## config.mk

```make
export PLATFORM = sky130hd
export DESIGN_NAME = gbs_iou
export DESIGN_NICKNAME = d
export VERILOG_FILES = /design/src/rtl/gbs_pkg.sv /design/src/rtl/gbs_iou.sv
export SDC_FILE = /design/constraint.sdc
export NUM_CORES = 2
export LEC_CHECK = 0
export BUFFER_PORTS_ARGS = -buffer_cell sky130_fd_sc_hd__buf_4
export CAP_MARGIN = 0
export CORE_ASPECT_RATIO = 1.5
export CORE_MARGIN = 4
export CORE_UTILIZATION = 58
export CTS_CLUSTER_SIZE = 8
export DETAILED_ROUTE_END_ITERATION = 7
export PLACE_DENSITY_LB_ADDON = 0.25
export SLEW_MARGIN = 20
export SYNTH_ARGS = -nofsm -noshare
export SYNTH_HDL_FRONTEND = slang
export SYNTH_SLANG_ARGS = --single-unit
export TNS_END_PERCENT = 5
```

## constraint.sdc

```tcl
create_clock -name clk -period 7.12 [get_ports clk]
set_input_delay 0.712 -clock clk [delete_from_list [all_inputs] [get_ports clk]]
set_output_delay 0.712 -clock clk [all_outputs]
set_load 0.03 [all_outputs]
```

## src/rtl/gbs_pkg.sv

```systemverilog
// Shared types and constants of the greedy box suppression unit.
// No dependencies; every other file but gbs_ifs imports this package.
package gbs_pkg;

    // Register indexes of the configuration port.
    localparam int CFG_IDX_W = 4;
    localparam logic [CFG_IDX_W-1:0] CFG_SCORE_THR   = 4'd0;
    localparam logic [CFG_IDX_W-1:0] CFG_OVERLAP_THR = 4'd1;

    localparam logic [15:0] SCORE_THR_RESET   = 16'd19661;
    localparam logic [15:0] OVERLAP_THR_RESET = 16'd26214;

    // Register stages of the overlap pipeline between the chain head and its tail.
    localparam int IOU_LAT = 4;
    localparam int KEEP_W  = 6;

    typedef struct packed {
        logic signed [15:0] left;
        logic signed [15:0] top;
        logic [14:0]        width;
        logic [14:0]        height;
        logic [15:0]        score;
    } gbs_box_t;

    typedef struct packed {
        logic valid;
        logic done;
        logic removed;
    } gbs_flags_t;

    typedef struct packed {
        logic load;
        logic shift;
        logic clear;
    } gbs_ctl_t;

    typedef enum logic {
        ST_LOAD,
        ST_WALK
    } gbs_state_t;

endpackage

```

## src/rtl/gbs_iou.sv

```systemverilog
// Overlap pipeline: tests each passing box against the kept box, marks it removed on a hit.
// Depends on gbs_pkg.
module gbs_iou
    import gbs_pkg::*;
#(
    parameter int IDX_W = 6
)
(
    input  logic             clk,
    input  logic             rst_n,
    input  logic             en,
    input  logic             clear,
    input  gbs_box_t         cur_box,
    input  logic [15:0]      thr,
    input  gbs_box_t         in_box,
    input  gbs_flags_t       in_flags,
    input  logic [IDX_W-1:0] in_idx,
    input  logic             in_test,
    output gbs_box_t         out_box,
    output gbs_flags_t       out_flags,
    output logic [IDX_W-1:0] out_idx
);

    gbs_box_t         st_box_reg   [IOU_LAT];
    gbs_flags_t       st_flags_reg [IOU_LAT];
    logic [IDX_W-1:0] st_idx_reg   [IOU_LAT];
    logic             st_test_reg  [IOU_LAT];

    logic [29:0] cur_area_reg;
    logic [14:0] iw_reg, ih_reg;
    logic [29:0] inter2_reg, area2_reg;
    logic [29:0] inter3_reg;
    logic [30:0] uni3_reg;
    logic [29:0] inter4_reg;
    logic [46:0] prod4_reg;

    logic signed [17:0] ax1, ax2, bx1, bx2, ay1, ay2, by1, by2;
    logic signed [17:0] x1, x2, y1, y2, dx, dy;
    logic [14:0] iw_next, ih_next;
    logic        hit;

    always_comb
    begin
        ax1 = 18'(cur_box.left);
        ay1 = 18'(cur_box.top);
        bx1 = 18'(in_box.left);
        by1 = 18'(in_box.top);
        ax2 = ax1 + $signed({3'b000, cur_box.width}) - 18'sd1;
        ay2 = ay1 + $signed({3'b000, cur_box.height}) - 18'sd1;
        bx2 = bx1 + $signed({3'b000, in_box.width}) - 18'sd1;
        by2 = by1 + $signed({3'b000, in_box.height}) - 18'sd1;
        x1 = (ax1 > bx1) ? ax1 : bx1;
        y1 = (ay1 > by1) ? ay1 : by1;
        x2 = (ax2 < bx2) ? ax2 : bx2;
        y2 = (ay2 < by2) ? ay2 : by2;
        dx = x2 - x1 + 18'sd1;
        dy = y2 - y1 + 18'sd1;
        // The overlap never exceeds the narrower box, so 15 bits hold it.
        iw_next = (dx > 18'sd0) ? dx[14:0] : 15'd0;
        ih_next = (dy > 18'sd0) ? dy[14:0] : 15'd0;
    end

    assign hit = {1'b0, inter4_reg, 16'd0} > prod4_reg;

    always_ff @(posedge clk)
    begin
        cur_area_reg <= cur_box.width * cur_box.height;
        if (en)
        begin
            iw_reg     <= iw_next;
            ih_reg     <= ih_next;
            inter2_reg <= iw_reg * ih_reg;
            area2_reg  <= st_box_reg[0].width * st_box_reg[0].height;
            inter3_reg <= inter2_reg;
            uni3_reg   <= {1'b0, cur_area_reg} + {1'b0, area2_reg} - {1'b0, inter2_reg};
            inter4_reg <= inter3_reg;
            prod4_reg  <= thr * uni3_reg;
            st_box_reg[0] <= in_box;
            st_idx_reg[0] <= in_idx;
            for (int s = 1; s < IOU_LAT; s++)
            begin
                st_box_reg[s] <= st_box_reg[s-1];
                st_idx_reg[s] <= st_idx_reg[s-1];
            end
        end
    end

    always_ff @(posedge clk or negedge rst_n)
    begin
        if (!rst_n)
        begin
            for (int s = 0; s < IOU_LAT; s++)
            begin
                st_flags_reg[s] <= '0;
                st_test_reg[s]  <= 1'b0;
            end
        end
        else if (clear)
        begin
            for (int s = 0; s < IOU_LAT; s++)
            begin
                st_flags_reg[s] <= '0;
                st_test_reg[s]  <= 1'b0;
            end
        end
        else if (en)
        begin
            st_flags_reg[0] <= in_flags;
            st_test_reg[0]  <= in_test;
            for (int s = 1; s < IOU_LAT; s++)
            begin
                st_flags_reg[s] <= st_flags_reg[s-1];
                st_test_reg[s]  <= st_test_reg[s-1];
            end
        end
    end

    always_comb
    begin
        out_flags         = st_flags_reg[IOU_LAT-1];
        out_flags.removed = st_flags_reg[IOU_LAT-1].removed
                            | (st_test_reg[IOU_LAT-1] & hit);
    end

    assign out_box = st_box_reg[IOU_LAT-1];
    assign out_idx = st_idx_reg[IOU_LAT-1];

endmodule

```

==> metrics.txt <==
Die Y=420 um; xor/xnor cell area share of the yosys netlist=0.0292; routed vias=46800; share of cells above drive strength 1=0.134; I/O pin total=273; Crit Path Max Fanout=15; vias in the first global route=51700; setup repair after global routing missed its margin=yes; Yosys top cell area share=0.287; CTS tree=yes; dominant cell type by area after synthesis=fa_1; maximum clock rate=0.146 GHz; Synth Area per Inst=10.3 um^2; commonest non-fill, non-tap cells in the layout=1301 x inv_1, 936 x fa_1, 870 x nand2_1; Slew @ Worst Pin=1.17 ns; Synth Flop Type=edfxtp_1; post-route ant nets=0; Starting Density=0.586; Crit Path Class=in2reg; Crit path buffers/inverters=9; initial antenna violation count=8; multi-input logic area=0.0423 mm^2; CP dominant cell by count=ha_1; fin crit period=6.87 ns; CTS root buf=clkbuf_16; Post-synth ARST share=0.0262; 1st-pass router iterations=5; CP top delay family=compound AO/OA/AOI/OAI gates; area share of fa/ha/maj cells after synthesis=0.423; first-pass GRT wire length=271000 um; CP Capture Type=flip-flop; worst min path class=in2reg; Storage cell area=0.0179 mm^2; post-synthesis sequential area ratio=0.274; Core Area=0.112 mm^2; post-synthesis compound-gate area fraction=0.0664; status=finished clean; Yosys warnings=0; Syn Std Cell Area=0.0655 mm^2; Worst slew margin=0.223; WL/cell=19.8 um; Vias/cell=5.49; Max Cap Violations=0; Synth cell types=75; # clock sinks=610; All-Layer GR Usage=0.297; # DRC=0; Syn Inst Count=6381; Area growth syn-to-layout=15.4%; Largest stage delay, worst path=0.39 ns; # H-tree levels=3; final hold vios=0; Port Buffer Count=256; Max Slew Vio Count=0; CP required=7.60 ns; largest net degree at the start of global routing=186; post-synthesis mux area share=0.00428; Critical-path top delay cell=fa_2; period utilisation layout=0.965; Worst-path clk slew=0.05 ns; largest family of logic cells by synthesized area=adder cells; Simple-Gate Fraction of Synth Area=0.117; total congestion overflow=0; Post-synth EDFFs=564; CP Launch Type=primary input; Final setup viols=0; fin nets=8880; Die Footprint=0.119 mm^2; clk_lat worst skew=0.70 ns; GPL Wtd Cong=0.969; die width=282 um; Worst Path Arrival=7.35 ns; R2R setup slack=0.26 ns; syn_nets=8220; most common cell after layout, fill and taps aside=inv_1; row count=150; pre-CTS WS=-1.14 ns; Synth Register Bits=610; max reg flops=312; drt total wl=169000 um; setup ws final=0.251 ns; CTS max path bufs=3; Core Util, Final=0.676; Clock Skew=0.0707 ns; Filler cells=8582; Starting DRT DRC Count=2687; Num CTS Buffers=87; hpwl dp=140000 um; synth top area cells=fa_1 29%, edfxtp_1 26%, ha_1 14%
-- timing repair --
| item | CTS | global route |
|---|---|---|
| cloned | 0 | 1 |
| buffers inserted | 9 | 38 |
| endpoints found under the setup margin | 15 | 38 |
| pin swaps | 11 | 41 |
| hold buffers | 1 | 0 |
| resized for setup | 13 | 52 |
| hold endpoints to repair | 16 | 0 |
-- layer usage --
layer / vias to the layer above / GRT usage / part of all wire
met4: 0 / 0.191 / 0.077
met5: - / 0 / 0
met3: 505 / 0.0462 / 0.053
li1: 21400 / - / -
met1: 23400 / 0.316 / 0.34
met2: 1470 / 0.544 / 0.53
-- cells in the mapped netlist, types with 5 or more instances --
library cell  number
a211o_1            8
a211oi_1          25
a21boi_0           5
a21o_1           108
a21oi_1          224
a221o_1            7
a311oi_1           6
a31o_2             6
a31oi_1           19
and2_1           333
and3_1            16
and4_1             8
buf_2              5
clkbuf_1         182
dfrtp_1           16
dfxtp_1           30
edfxtp_1         564
fa_1             941
ha_1             712
inv_1           1307
mux2i_1           23
nand2_1          870
nand2b_1          28
nand3_1           37
nand4_1           21
nor2_1           281
nor2b_1           36
nor3_1            33
nor4_1            10
o211ai_1          17
o21a_1            34
o21ai_0          118
o21ai_1            5
o21bai_1          34
o22ai_1            7
o31ai_1            8
or3_1              5
xnor2_1          150
xor2_1            65
-- layout make-up --
| type | count | area share |
|---|---|---|
| multi-input combinational | 4268 | 0.559 |
| clock buffer | 118 | 0.0303 |
| antenna | 6 | 0.000198 |
| inverter | 1309 | 0.0651 |
| timing repair buffer | 765 | 0.0809 |
| sequential | 610 | 0.237 |
| clock inverter | 10 | 0.00316 |
| tap | 1444 | 0.0239 |
-- cell families (layout without fill, tap and decap cells) --
kind of cell	Yosys count	count (layout)
AOI/OAI and AO/OA	681	681
xor gates and xnor gates	217	217
adders and majority gates	1653	1653
buffers and inverters	1503	2202
DFF	610	610
muxes	27	27
other	0	6
and+or+nand+nor	1690	1690
-- worst register-to-register path: stages, from the launching register on --
cell and delay (ns):
edfxtp_1 0.54, nand2_1 0.13, fa_1 0.56, inv_1 0.06, fa_1 0.50, inv_1 0.06
fa_1 0.54, inv_1 0.05, fa_1 0.50, inv_1 0.06, fa_1 0.49, inv_1 0.05
fa_1 0.44, ha_1 0.35, nand2_1 0.07, o21ai_1 0.19, o21ai_1 0.12, buf_4 0.15
buf_4 0.15, a211oi_1 0.36, o21ai_0 0.16, buf_4 0.18, and2_1 0.15, a21boi_0 0.26
nor2b_1 0.24, a221o_1 0.20, xor2_1 0.07
-- path summary, 6_finish.rpt --
path	from	to	cells past startpoint
min reg2reg	st_box_reg[2][57]$_DFFE_PP_	st_box_reg[3][57]$_DFFE_PP_	0
min	in_box[5]	st_box_reg[0][5]$_DFFE_PP_	1
min in group asynchronous	rst_n	st_flags_reg[0]$_DFFE_PN0P_	2
max in group asynchronous	rst_n	st_test_reg[3]$_DFFE_PN0P_	2
max	cur_box[18]	ih_reg[5]$_SDFFCE_PP0P_	38
max reg2reg	uni3_reg[7]$_DFFE_PP_	prod4_reg[44]$_DFFE_PP_	26
-- through the flow --
stage	hold slack, ns	instance area, um^2	TNS [ns]	std cells
finish	0.182	75600	0	8530
global route	0.140	75600	-0.704	8528
CTS	0.130	75000	0	8486
detailed placement	0.405	72400	-27.56	8348
global placement	0.400	72400	-19.87	8348
floorplan	0.400	65700	-2.08	6381
Power is not shown: default switching activity piles up to over one toggle a cycle in this logic, so the estimate is an artifact.
