[src/rtl/gbs_pkg.sv]
// Shared types and constants of the greedy box suppression unit.
// No dependencies; every other file but gbs_ifs imports this package.
package gbs_pkg;

    // Register indexes of the configuration port.
    localparam int CFG_IDX_W = 4;
    localparam logic [CFG_IDX_W-1:0] CFG_SCORE_THR   = 4'd0;
    localparam logic [CFG_IDX_W-1:0] CFG_OVERLAP_THR = 4'd1;

    localparam logic [15:0] SCORE_THR_RESET   = 16'd19661;
    localparam logic [15:0] OVERLAP_THR_RESET = 16'd26214;

    // Register stages of the overlap pipeline between the chain head and its tail.
    localparam int IOU_LAT = 4;
    localparam int KEEP_W  = 6;

    typedef struct packed {
        logic signed [15:0] left;
        logic signed [15:0] top;
        logic [14:0]        width;
        logic [14:0]        height;
        logic [15:0]        score;
    } gbs_box_t;

    typedef struct packed {
        logic valid;
        logic done;
        logic removed;
    } gbs_flags_t;

    typedef struct packed {
        logic load;
        logic shift;
        logic clear;
    } gbs_ctl_t;

    typedef enum logic {
        ST_LOAD,
        ST_WALK
    } gbs_state_t;

endpackage

[src/rtl/gbs_cell.sv]
// One cell of the box chain: holds one box, inserts by score, shifts to the head.
// Depends on gbs_pkg.
module gbs_cell
    import gbs_pkg::*;
#(
    parameter int IDX_W = 6
)
(
    input  logic             clk,
    input  logic             rst_n,
    input  gbs_ctl_t         ctl,
    input  gbs_box_t         ins_box,
    input  logic [IDX_W-1:0] ins_idx,
    input  gbs_box_t         prev_box,
    input  gbs_flags_t       prev_flags,
    input  logic [IDX_W-1:0] prev_idx,
    input  logic             prev_gt,
    input  gbs_box_t         next_box,
    input  gbs_flags_t       next_flags,
    input  logic [IDX_W-1:0] next_idx,
    output gbs_box_t         box,
    output gbs_flags_t       flags,
    output logic [IDX_W-1:0] idx,
    output logic             gt
);

    gbs_box_t         box_reg, box_next;
    gbs_flags_t       flags_reg, flags_next;
    logic [IDX_W-1:0] idx_reg, idx_next;

    // An empty cell ranks below everything; equal scores keep arrival order.
    assign gt = !flags_reg.valid || (ins_box.score > box_reg.score);

    always_comb
    begin
        box_next   = box_reg;
        flags_next = flags_reg;
        idx_next   = idx_reg;
        if (ctl.clear)
        begin
            flags_next = '0;
        end
        else if (ctl.load)
        begin
            if (gt && !prev_gt)
            begin
                box_next   = ins_box;
                idx_next   = ins_idx;
                flags_next = '{valid: 1'b1, done: 1'b0, removed: 1'b0};
            end
            else if (gt)
            begin
                box_next   = prev_box;
                idx_next   = prev_idx;
                flags_next = prev_flags;
            end
        end
        else if (ctl.shift)
        begin
            box_next   = next_box;
            idx_next   = next_idx;
            flags_next = next_flags;
        end
    end

    always_ff @(posedge clk or negedge rst_n)
    begin
        if (!rst_n)
        begin
            flags_reg <= '0;
        end
        else
        begin
            flags_reg <= flags_next;
        end
    end

    always_ff @(posedge clk)
    begin
        box_reg <= box_next;
        idx_reg <= idx_next;
    end

    assign box   = box_reg;
    assign flags = flags_reg;
    assign idx   = idx_reg;

endmodule

[config.mk]
export PLATFORM = sky130hd
export DESIGN_NAME = gbs_cell
export DESIGN_NICKNAME = d
export VERILOG_FILES = /design/src/rtl/gbs_pkg.sv /design/src/rtl/gbs_cell.sv
export SDC_FILE = /design/constraint.sdc
export NUM_CORES = 1
export LEC_CHECK = 0
export BUFFER_PORTS_ARGS = -buffer_cell sky130_fd_sc_hd__clkbuf_2
export CAP_MARGIN = 20
export CORE_MARGIN = 10
export CORE_UTILIZATION = 38
export CTS_CLUSTER_SIZE = 8
export DETAILED_ROUTE_END_ITERATION = 8
export PLACE_DENSITY = 0.87
export SYNTH_ARGS = -nofsm -noshare
export SYNTH_HDL_FRONTEND = slang
export SYNTH_SLANG_ARGS = --single-unit
[constraint.sdc]
create_clock -name clk -period 5.5 [get_ports clk]
set_clock_uncertainty 0.1 [all_clocks]
set_input_delay 0.825 -clock clk [delete_from_list [all_inputs] [get_ports clk]]
set_output_delay 0.825 -clock clk [all_outputs]
set_load 0.03 [all_outputs]
==> results.tsv, run 1 <==
metric	value	unit
setup TNS	0	ns
clock root buffer	clkbuf_16	
fmax	277	MHz
Comb pwr share	0.267	
Mapped Area	5150	µm²
Worst Reg-to-Reg Cells	9	
post-synth cell types	37	
Worst EP arrival	3.69	ns
post-layout min period	3.61	ns
CP required	5.58	ns
critical path class	primary input to flip-flop	
internal cell power	1.33	mW
most common library cell in the layout ignoring fill and taps	clkbuf_2	
layout cells sized above 1	0.426	
Total Power	1.92	mW
number of port buffers	351	
ys flop type	edfxtp_1	
largest net degree at the start of global routing	90	
Core Area	13200	µm²
Max-Cap Viols	0	
nets@finish	1166	
final instance area	7280	µm²
worst-margin pin slew	1.14	ns
CTS resizes	0	
RSZ-0062 raised after global routing	false	
initial antenna violation count	0	
vias in the first global route	5754	
Seq cells post-synth	87	
status	completed	
Hold WC Path Type	primary input to asynchronous set/reset pin	
NetSw	0.599	mW
total global-route track usage	0.204	
DR vias/cell	5.41	
Max VDD drop	0.155	mV
total CTS buffers	9	
GRT overflow	0	
Hold Fails Final Rpt	0	
Clock Tree Buf Depth	2	
r2r setup slk	2.06	ns
Mapped Cells	571	
headroom to the max-slew limit	0.238	
Reg clk slew, reported paths	0.06	ns
sw frac	0.311	
reg2reg end	box[2]$_DFFE_PP_	
Final period util	0.656	
Cells after DPL	1050	
Startpoint Class	primary input	
DP HPWL	15900	µm
Finished Layout Cells	1067	
Die Span Y	136	µm
1st-iter DRT viols	432	
diode count	0	
Synth async-reset ratio	0.0345	
commonest non-fill, non-tap cells in the layout	clkbuf_2, nor2_1, nand3_1, a31oi_1, edfxtp_1	
FF-to-FF Start	box[13]$_DFFE_PP_	
Placer Congestion	0.887	
Die X	136	µm
Rows	42	
Avg Inst Size Synth	9.02	µm²
pre-CTS WS	1.40	ns
Ports	352	
WL/cell	19.2	µm
nature of the critical path endpoint	flip-flop	
final WL	20500	µm
Pwr per Cell Area	264	nW/µm²
Post-CTS Setup Bufs	0	
fin. max-slew vios	0	
number of synthesized flops with an enable pin	84	
Worst-Skew Late Latency	0.33	ns
vias	5776	
Leakage	3.33	nW
Die ar.	18600	µm²
depth of the CTS H-tree	3	
Clk network pwr share	0.308	
cell area after placement	6970	µm²
Routed Antenna Nets	0	
cts hold-fix bufs	0	
global-route wire length before repair	30300	µm
TritonCTS clock tree	done	
Area Growth Syn to Fin	41.3	%
Largest register FFs	78	
TritonRoute pass-1 iters	5	
Final setup viols	0	
post-route setup slack	1.89	ns
number of synthesis warnings	0	
Starting Density	0.389	
syn_nets	851	
Seq pwr share	0.425	
DR DRC count	0	
sequential fraction of the synthesis area	0.504	
CP max FO	39	
clk sink count	87	
# fillers	1216	
metrics by stage:
stage / hold slack, ns / utilization
after floorplan: 0.429 / -
after global placement: 0.447 / 0.526
after detailed placement: 0.454 / 0.526
after CTS: 0.163 / 0.548
after global routing: 0.171 / 0.550
final: 0.182 / 0.550
worst max-delay path: stages:
cell	delay, ns
clkbuf_2	0.09
ha_1	0.32
nand4_2	0.19
nor4_1	0.54
and2_1	0.29
a21o_2	0.54
buf_16	0.25
buf_4	0.26
o21ai_0	0.12
a31oi_1	0.21
kinds of logic (layout without fill, tap and decap cells):
| family | after synthesis | in the layout | synth area share |
|---|---|---|---|
| simple gates | 203 | 203 | 0.184 |
| compound gates | 190 | 190 | 0.212 |
| flops | 87 | 87 | 0.504 |
| buf+inv | 75 | 395 | 0.0603 |
| fa+ha+maj | 16 | 16 | 0.0389 |
how the worst max path moves through the flow:
stage                start           endpoint  slack, ns  cells past startpoint
3_5_place_dp   ins_box[15]  box[76]$_DFFE_PP_       1.40                      9
3_3_place_gp   ins_box[15]   idx[0]$_DFFE_PP_       1.54                      9
2_1_floorplan  ins_box[15]   box[0]$_DFFE_PP_       0.39                      6
4_1_cts        ins_box[15]  box[76]$_DFFE_PP_       1.77                      9
5_1_grt        ins_box[13]   box[0]$_DFFE_PP_       1.72                      9
6_report       ins_box[15]  box[76]$_DFFE_PP_       1.89                     10
per-layer routing:
metal,up-vias,GRT usage,part of all wire
met5,-,0,0
met4,0,0.0781,0.024
met3,30,0.0653,0.11
met2,300,0.350,0.51
met1,2666,0.232,0.36
li1,2780,-,-
power groups by stage:
stage | clock, mW | combinational, mW | sequential [mW]
floorplan | 0 | 0.206 | 0.934
global placement | 0 | 0.499 | 0.831
detailed placement | 0 | 0.509 | 0.833
finish | 0.593 | 0.513 | 0.819
CTS | 0.607 | 0.511 | 0.819
global route | 0.632 | 0.561 | 0.823
cell usage after synthesis (2+ instances only):
library cell | count | area [µm²]
nand2_1 | 8 | 30.0
nor2_1 | 90 | 338
nand4_1 | 2 | 12.5
ha_1 | 16 | 200
a21o_1 | 2 | 15.0
dfrtp_1 | 3 | 75.1
a21oi_1 | 7 | 35.0
o211ai_1 | 2 | 15.0
nor4_1 | 4 | 25.0
buf_2 | 11 | 55.1
a31oi_1 | 84 | 526
inv_1 | 19 | 71.3
clkbuf_1 | 40 | 150
o21ai_1 | 14 | 70.1
clkbuf_2 | 3 | 15.0
nand3_1 | 84 | 420
nor3_1 | 2 | 10.0
edfxtp_1 | 84 | 2520
a221oi_1 | 2 | 17.5
o21ai_0 | 74 | 370
nor2b_1 | 4 | 25.0
area by class of cell:
type | instances | area [µm²] | area share
Timing Repair Buffer | 360 | 1850 | 0.254
Sequential cell | 87 | 2600 | 0.357
Clock buffer | 10 | 229 | 0.0315
Inverter | 19 | 71.3 | 0.00980
Tap cell | 176 | 220 | 0.0303
Clock inverter | 6 | 51.3 | 0.00705
Multi-Input combinational cell | 409 | 2260 | 0.311
Note: power is estimated with default switching activity, not from simulation.
==> run 2: changes to the inputs <==
- ABC_AREA: not set -> 1
- CORE_UTILIZATION: 38 -> 39
- PLACE_DENSITY: 0.87 -> 0.88
- clock period: 5.5 -> 3 ns (I/O delays scaled with it)
==> run 2 against run 1 <==
Compared with the run above:
- synthesized cell count is 29% higher
- clock power is 75% higher
- largest power group unchanged
- wire length is 0.86% lower
- utilization is 1.7 points higher
- largest cell class unchanged
- final cell count is 17% higher
==> results.tsv, run 2 <==
metric	value	unit	change
status	completed		
nature of the critical path endpoint	flip-flop		
global-route wire length before repair	30600	µm	+0.77%
DR DRC count	0		unchanged
number of synthesized flops with an enable pin	84		unchanged
Worst Path Buf+Inv	2		-1
Ports	352		unchanged
Final period util	0.850		
worst-margin pin slew	0.665	ns	-0.476 ns
Total Power	3.49	mW	+81%
ys flop type	edfxtp_1		
CP top delay family	simple AND/OR/NAND/NOR gates		
Leakage	4.28	nW	+29%
Clock Tree Buf Depth	2		unchanged
Cells after DPL	1235		+18%
critical path class	flip-flop to flip-flop		
Mapped Area	5390	µm²	+4.6%
Die X	138	µm	+0.82%
worst path cell trace	inv_1, ha_1, a21oi_1, nand2_1, nand2_1, nand2_1, nand2_1, nand2_1, nand2_1, nand2_2, nand2_4, buf_12, nand2_1, nand2_1, o21ai_1		
Startpoint Class	flip-flop		
CP max FO	53		+36%
vias in the first global route	6052		+5.2%
TritonRoute pass-1 iters	5		unchanged
synth top area cells	edfxtp_1, nand2_1, inv_1, o21ai_1, nor2_1		
commonest non-fill, non-tap cells in the layout	clkbuf_2, nand2_1, inv_1, nor2_1, edfxtp_1		
sequential fraction of the synthesis area	0.482		-0.0223
clock root buffer	clkbuf_16		
CTS resizes	0		unchanged
CP max stage delay	0.40	ns	-0.14 ns
nets@finish	1351		+16%
Seq cells post-synth	87		unchanged
Finished Layout Cells	1253		+17%
1st-iter DRT viols	269		-38%
final WL	20300	µm	-0.86%
Core Area	13400	µm²	+1.2%
headroom to the max-slew limit	0.556		+0.318
Placer Congestion	0.947		+6.8%
layout cells sized above 1	0.354		-0.0724
Post-CTS Setup Bufs	0		unchanged
fmax	392	MHz	
syn_nets	1014		+19%
DR vias/cell	4.71		-13%
Synth async-reset ratio	0.0345		unchanged
Max VDD drop	0.270	mV	+74%
Fin Hold WS	0.303	ns	+0.121 ns
depth of the CTS H-tree	3		unchanged
fin util	0.566		+0.0168
Final setup viols	0		unchanged
Rows	42		unchanged
number of synthesis warnings	0		unchanged
Area Growth Syn to Fin	40.9	%	
total global-route track usage	0.204		about the same
Worst EP arrival	2.53	ns	-1.16 ns
crit path from	box[3]$_DFFE_PP_		
post-synth cell types	22		-41%
Reg clk slew, reported paths	0.06	ns	about the same
clk sink count	87		unchanged
DP HPWL	16800	µm	+5.4%
pre-CTS WS	0.337	ns	-1.07 ns
Starting Density	0.402		+0.0132
Routed Antenna Nets	0		unchanged
WL/cell	16.2	µm	-16%
area leader, netlist	edfxtp_1		
Hold Fails Final Rpt	0		unchanged
crit path max-delay cell type	edfxtp_1		
final instance area	7590	µm²	+4.3%
number of port buffers	351		unchanged
Mapped Cells	734		+29%
fin. max-slew vios	0		unchanged
Die ar.	18900	µm²	+1.6%
Hold WC Path Type	primary input to flip-flop		
top-count cell post-synth	nand2_1		
CP dominant cell by count	nand2_1		
Die Span Y	138	µm	+0.82%
top post-synthesis cells by count	nand2_1, inv_1, nor2_1		
Worst-Skew Late Latency	0.33	ns	about the same
post-route setup slack	0.451	ns	-1.44 ns
Hold Path Origin	next_box[61]		
vias	5903		+2.2%
cell area after placement	7310	µm²	+4.8%
cts hold-fix bufs	1		+1
Synth top area share	0.468		-0.0216
most common library cell in the layout ignoring fill and taps	clkbuf_2		
total CTS buffers	9		unchanged
largest net degree at the start of global routing	54		-40%
FF-to-FF Start	box[3]$_DFFE_PP_		
Avg Inst Size Synth	7.34	µm²	-19%
post-layout min period	2.55	ns	
Max-Cap Viols	0		unchanged
CP required	2.98	ns	-2.60 ns
TritonCTS clock tree	done		
Largest register FFs	78		unchanged
initial antenna violation count	1		+1
RSZ-0062 raised after global routing	false		
setup TNS	0	ns	unchanged
GRT overflow	0		unchanged
Pwr per Cell Area	459	nW/µm²	+74%
run 2: cell types whose count changed in the layout (fill, tap and decap cells not counted), sizes merged, moves of 3 or more:
cell      before  now
nand3         84    4
inv           19  109
a31oi         84    0
clkinvlp       0    3
nor4           4    0
nand2          8  291
clkbuf       360  363
clkinv         5    1
nor2b          4    0
run 2: worst reg2reg max path, cell delays in order (launching register included):
cell	delay (ns)
edfxtp_1	0.40
inv_1	0.08
ha_1	0.23
a21oi_1	0.21
nand2_1	0.08
nand2_1	0.06
nand2_1	0.04
nand2_1	0.05
nand2_1	0.05
nand2_1	0.09
nand2_2	0.10
nand2_4	0.27
buf_12	0.27
nand2_1	0.13
nand2_1	0.07
o21ai_1	0.08
run 2: cell families after synthesis:
logic type      count (synthesis)  share of synthesized area
simple gates                  389                      0.277
buf+inv                       147                      0.115
flops                          87                      0.482
fa+ha+maj                      16                     0.0372
compound gates                 95                     0.0887
run 2: final timing paths:
kind                                        endpoint  slack (ns)  cells after the start
worst max register to register     box[53]$_DFFE_PP_        0.45                     15
worst min register to register  flags[1]$_DFFE_PN0P_        0.38                      2
worst min-delay path               box[61]$_DFFE_PP_        0.30                      3
min in group asynchronous       flags[0]$_DFFE_PN0P_        0.40                      2
worst max-delay path               box[53]$_DFFE_PP_        0.45                     15
max in group asynchronous       flags[2]$_DFFE_PN0P_        2.28                      2
run 2: cell type report:
class	instances	area, µm²
Antenna cell	1	2.50
Clock buffer	13	250
Sequential cell	87	2600
Tap cell	176	220
Inverter	110	417
Fill cell	1261	5810
Multi-Input combinational cell	500	2170
Timing Repair Buffer	363	1910
Clock inverter	3	20.0
run 2: layer usage:
metal  vias up  wire, µm  global-route usage
met1      2634      6980               0.218
met5         -         0                   0
met3        29      2650              0.0838
met2       298     10200               0.355
li1       2942         -                   -
met4         0       430              0.0738
run 2: report_power, final:
| group | internal [mW] | total [mW] | switching [mW] | leakage (nW) |
|---|---|---|---|---|
| Combinational | 0.342 | 0.952 | 0.611 | 3.31 |
| Sequential | 1.46 | 1.50 | 0.0340 | 0.847 |
| Clock | 0.584 | 1.04 | 0.451 | 0.126 |
==> run 3: changes to the inputs <==
- CORE_AREA: not set -> 10 10 127 129
- CORE_MARGIN: 10 -> not set
- CORE_UTILIZATION: 39 -> not set
- DIE_AREA: not set -> 0 0 137 139
- PLACE_DENSITY: 0.88 -> 0.86
- clock period: 3 -> 2.5 ns (I/O delays scaled with it)
==> run 3 against run 2 <==
Compared with the run above:
- power rose by 28%
- final cell count up 0.96%
- cell area rose by 3.3%
- die area grew 0.67%
- utilization grew 0.71 points
- clock power up 38%
- sequential power is 20% higher
- global-route usage decreased by 0.46 points
- critical path depth down 5
- critical endpoint is now gt
- largest cell class unchanged
==> results.tsv, run 3 (synthesis gave the netlist of run 2 again) <==
metric	value	unit	change
M1 GR Usage	0.217		-0.00103
final WL	21200	µm	+4.3%
initial antenna violation count	0		-1
Die X	137	µm	-0.39%
most common library cell in the layout ignoring fill and taps	clkbuf_2		
Die ar.	19000	µm²	+0.67%
# fillers	1253		-0.63%
Finished Layout Cells	1265		+0.96%
CP max stage delay	0.35	ns	-0.05 ns
Leakage	4.41	nW	+2.9%
final instance area	7840	µm²	+3.3%
cell area after placement	7320	µm²	+0.14%
vias	6006		+1.7%
worst path cell trace	inv_1, ha_1, a21o_1, nor2_2, nand2_1, nand2_1, nand2_1, nand2_2, nand2_4, buf_8		
vias in the first global route	5898		-2.5%
total global-route track usage	0.200		-0.00464
Clock Tree Buf Depth	2		unchanged
Largest register FFs	78		unchanged
Rows	43		+2.4%
Routed Antenna Nets	0		unchanged
nets@finish	1360		+0.67%
Cells after DPL	1240		+0.40%
DR vias/cell	4.75		+0.78%
met3 Use GR	0.0746		-0.00912
Core Area	13700	µm²	+2.0%
Fin Hold WS	0.212	ns	-0.0906 ns
total CTS buffers	9		unchanged
Final period util	0.950		
GR Util met2	0.344		-0.0106
status	completed		
nature of the critical path endpoint	output pin		
clk sink count	87		unchanged
WL/cell	16.7	µm	+3.4%
1st-iter DRT viols	341		+27%
Die Span Y	139	µm	+1.1%
GRT overflow	0		unchanged
commonest non-fill, non-tap cells in the layout	clkbuf_2, nand2_1, inv_1, nor2_1, edfxtp_1		
depth of the CTS H-tree	3		unchanged
fin. max-slew vios	0		unchanged
Max VDD drop	0.267	mV	-1.1%
fmax	421	MHz	
Ports	352		unchanged
headroom to the max-slew limit	0.584		+0.0282
Worst EP arrival	1.90	ns	-0.63 ns
TritonCTS clock tree	done		
global-route wire length before repair	30300	µm	-0.83%
largest net degree at the start of global routing	82		+52%
number of port buffers	351		unchanged
CP dominant cell by count	nand2_1		
CP max FO	4		-92%
CP required	2.03	ns	-0.95 ns
GR peak layer	met2		
critical path class	flip-flop to output pin		
Reg clk slew, reported paths	0.06	ns	about the same
Startpoint Class	flip-flop		
Area Growth Syn to Fin	45.5	%	
RSZ-0062 raised after global routing	true		
Pwr per Cell Area	569	nW/µm²	+24%
clock root buffer	clkbuf_16		
Worst-Skew Late Latency	0.34	ns	about the same
worst-margin pin slew	0.624	ns	-0.0414 ns
Starting Density	0.394		-0.00780
TritonRoute pass-1 iters	5		unchanged
Max-Cap Viols	0		unchanged
DR DRC count	0		unchanged
Hold WC Path Type	primary input to flip-flop		
diode count	0		-1
Hold Fails Final Rpt	0		unchanged
Final setup viols	0		unchanged
layout cells sized above 1	0.366		+0.0118
post-layout min period	2.37	ns	
crit path max-delay cell type	edfxtp_1		
Placer Congestion	0.920		-2.9%
DP HPWL	16100	µm	-4.0%
[run 3: cell types whose count changed in the layout (fill, tap and decap cells not counted), sizes merged]
cell and change:
buf +6, bufinv +1, diode -1, clkinv +1
clkinvlp -2, clkbuf +3
[run 3: worst paths after layout]
kind / depth (start not counted) / to / slack [ns] / start
worst max-delay path: 10 / gt / 0.13 / box[7]$_DFFE_PP_
worst min-delay path: 3 / idx[0]$_DFFE_PP_ / 0.21 / next_idx[0]
worst max register to register: 14 / box[57]$_DFFE_PP_ / 0.14 / box[7]$_DFFE_PP_
worst min register to register: 2 / flags[0]$_DFFE_PN0P_ / 0.39 / flags[0]$_DFFE_PN0P_
max in group asynchronous: 2 / flags[2]$_DFFE_PN0P_ / 1.87 / rst_n
min in group asynchronous: 2 / flags[0]$_DFFE_PN0P_ / 0.31 / rst_n
[run 3: stage by stage]
| stage | setup slack [ns] | setup TNS, ns | total power, mW | util |
|---|---|---|---|---|
| floorplan | -0.784 | -67.16 | 2.52 | - |
| global placement | 0.0649 | 0 | 2.94 | 0.535 |
| detailed placement | 0.0537 | 0 | 2.97 | 0.535 |
| CTS | 0.0393 | 0 | 4.42 | 0.562 |
| global route | -0.0550 | -3.31 | 4.67 | 0.574 |
| finish | 0.126 | 0 | 4.46 | 0.574 |
[run 3: what timing repair did]
action	in CTS	in global routing
setup endpoints to repair	1	81
buffers inserted	3	1
hold buffers	1	0
gates cloned	0	5
hold endpoints to repair	3	0
gates resized for setup	5	8
pin swaps	1	0
[run 3: cell type report]
| cell class | count | area (µm²) | area share |
|---|---|---|---|
| Clock inverter | 3 | 38.8 | 0.00495 |
| Inverter | 110 | 417 | 0.0532 |
| Timing Repair Buffer | 372 | 2080 | 0.265 |
| Clock buffer | 13 | 280 | 0.0358 |
| Sequential cell | 87 | 2600 | 0.331 |
| Tap cell | 180 | 225 | 0.0287 |
| Multi-Input combinational cell | 500 | 2200 | 0.281 |
[run 3: critical path, delay by kind of cell (launching register included)]
family | cells | cell delay, ns
adders and majority gates | 1 | 0.32
buffers and inverters | 2 | 0.22
DFF | 1 | 0.35
and+or+nand+nor | 6 | 0.51
AOI/OAI and AO/OA | 1 | 0.18
[run 3: routing by layer]
| metal | wire length [µm] | part of all wire |
|---|---|---|
| met5 | 0 | 0 |
| met4 | 500 | 0.024 |
| met3 | 2500 | 0.12 |
| met2 | 10500 | 0.50 |
| met1 | 7670 | 0.36 |
[run 3: power by group]
| group | switching [mW] | leakage, nW | internal [mW] |
|---|---|---|---|
| logic | 0.765 | 3.40 | 0.455 |
| clock network | 0.554 | 0.159 | 0.879 |
| registers | 0.0463 | 0.847 | 1.76 |
| total | 1.36 | 4.41 | 3.09 |
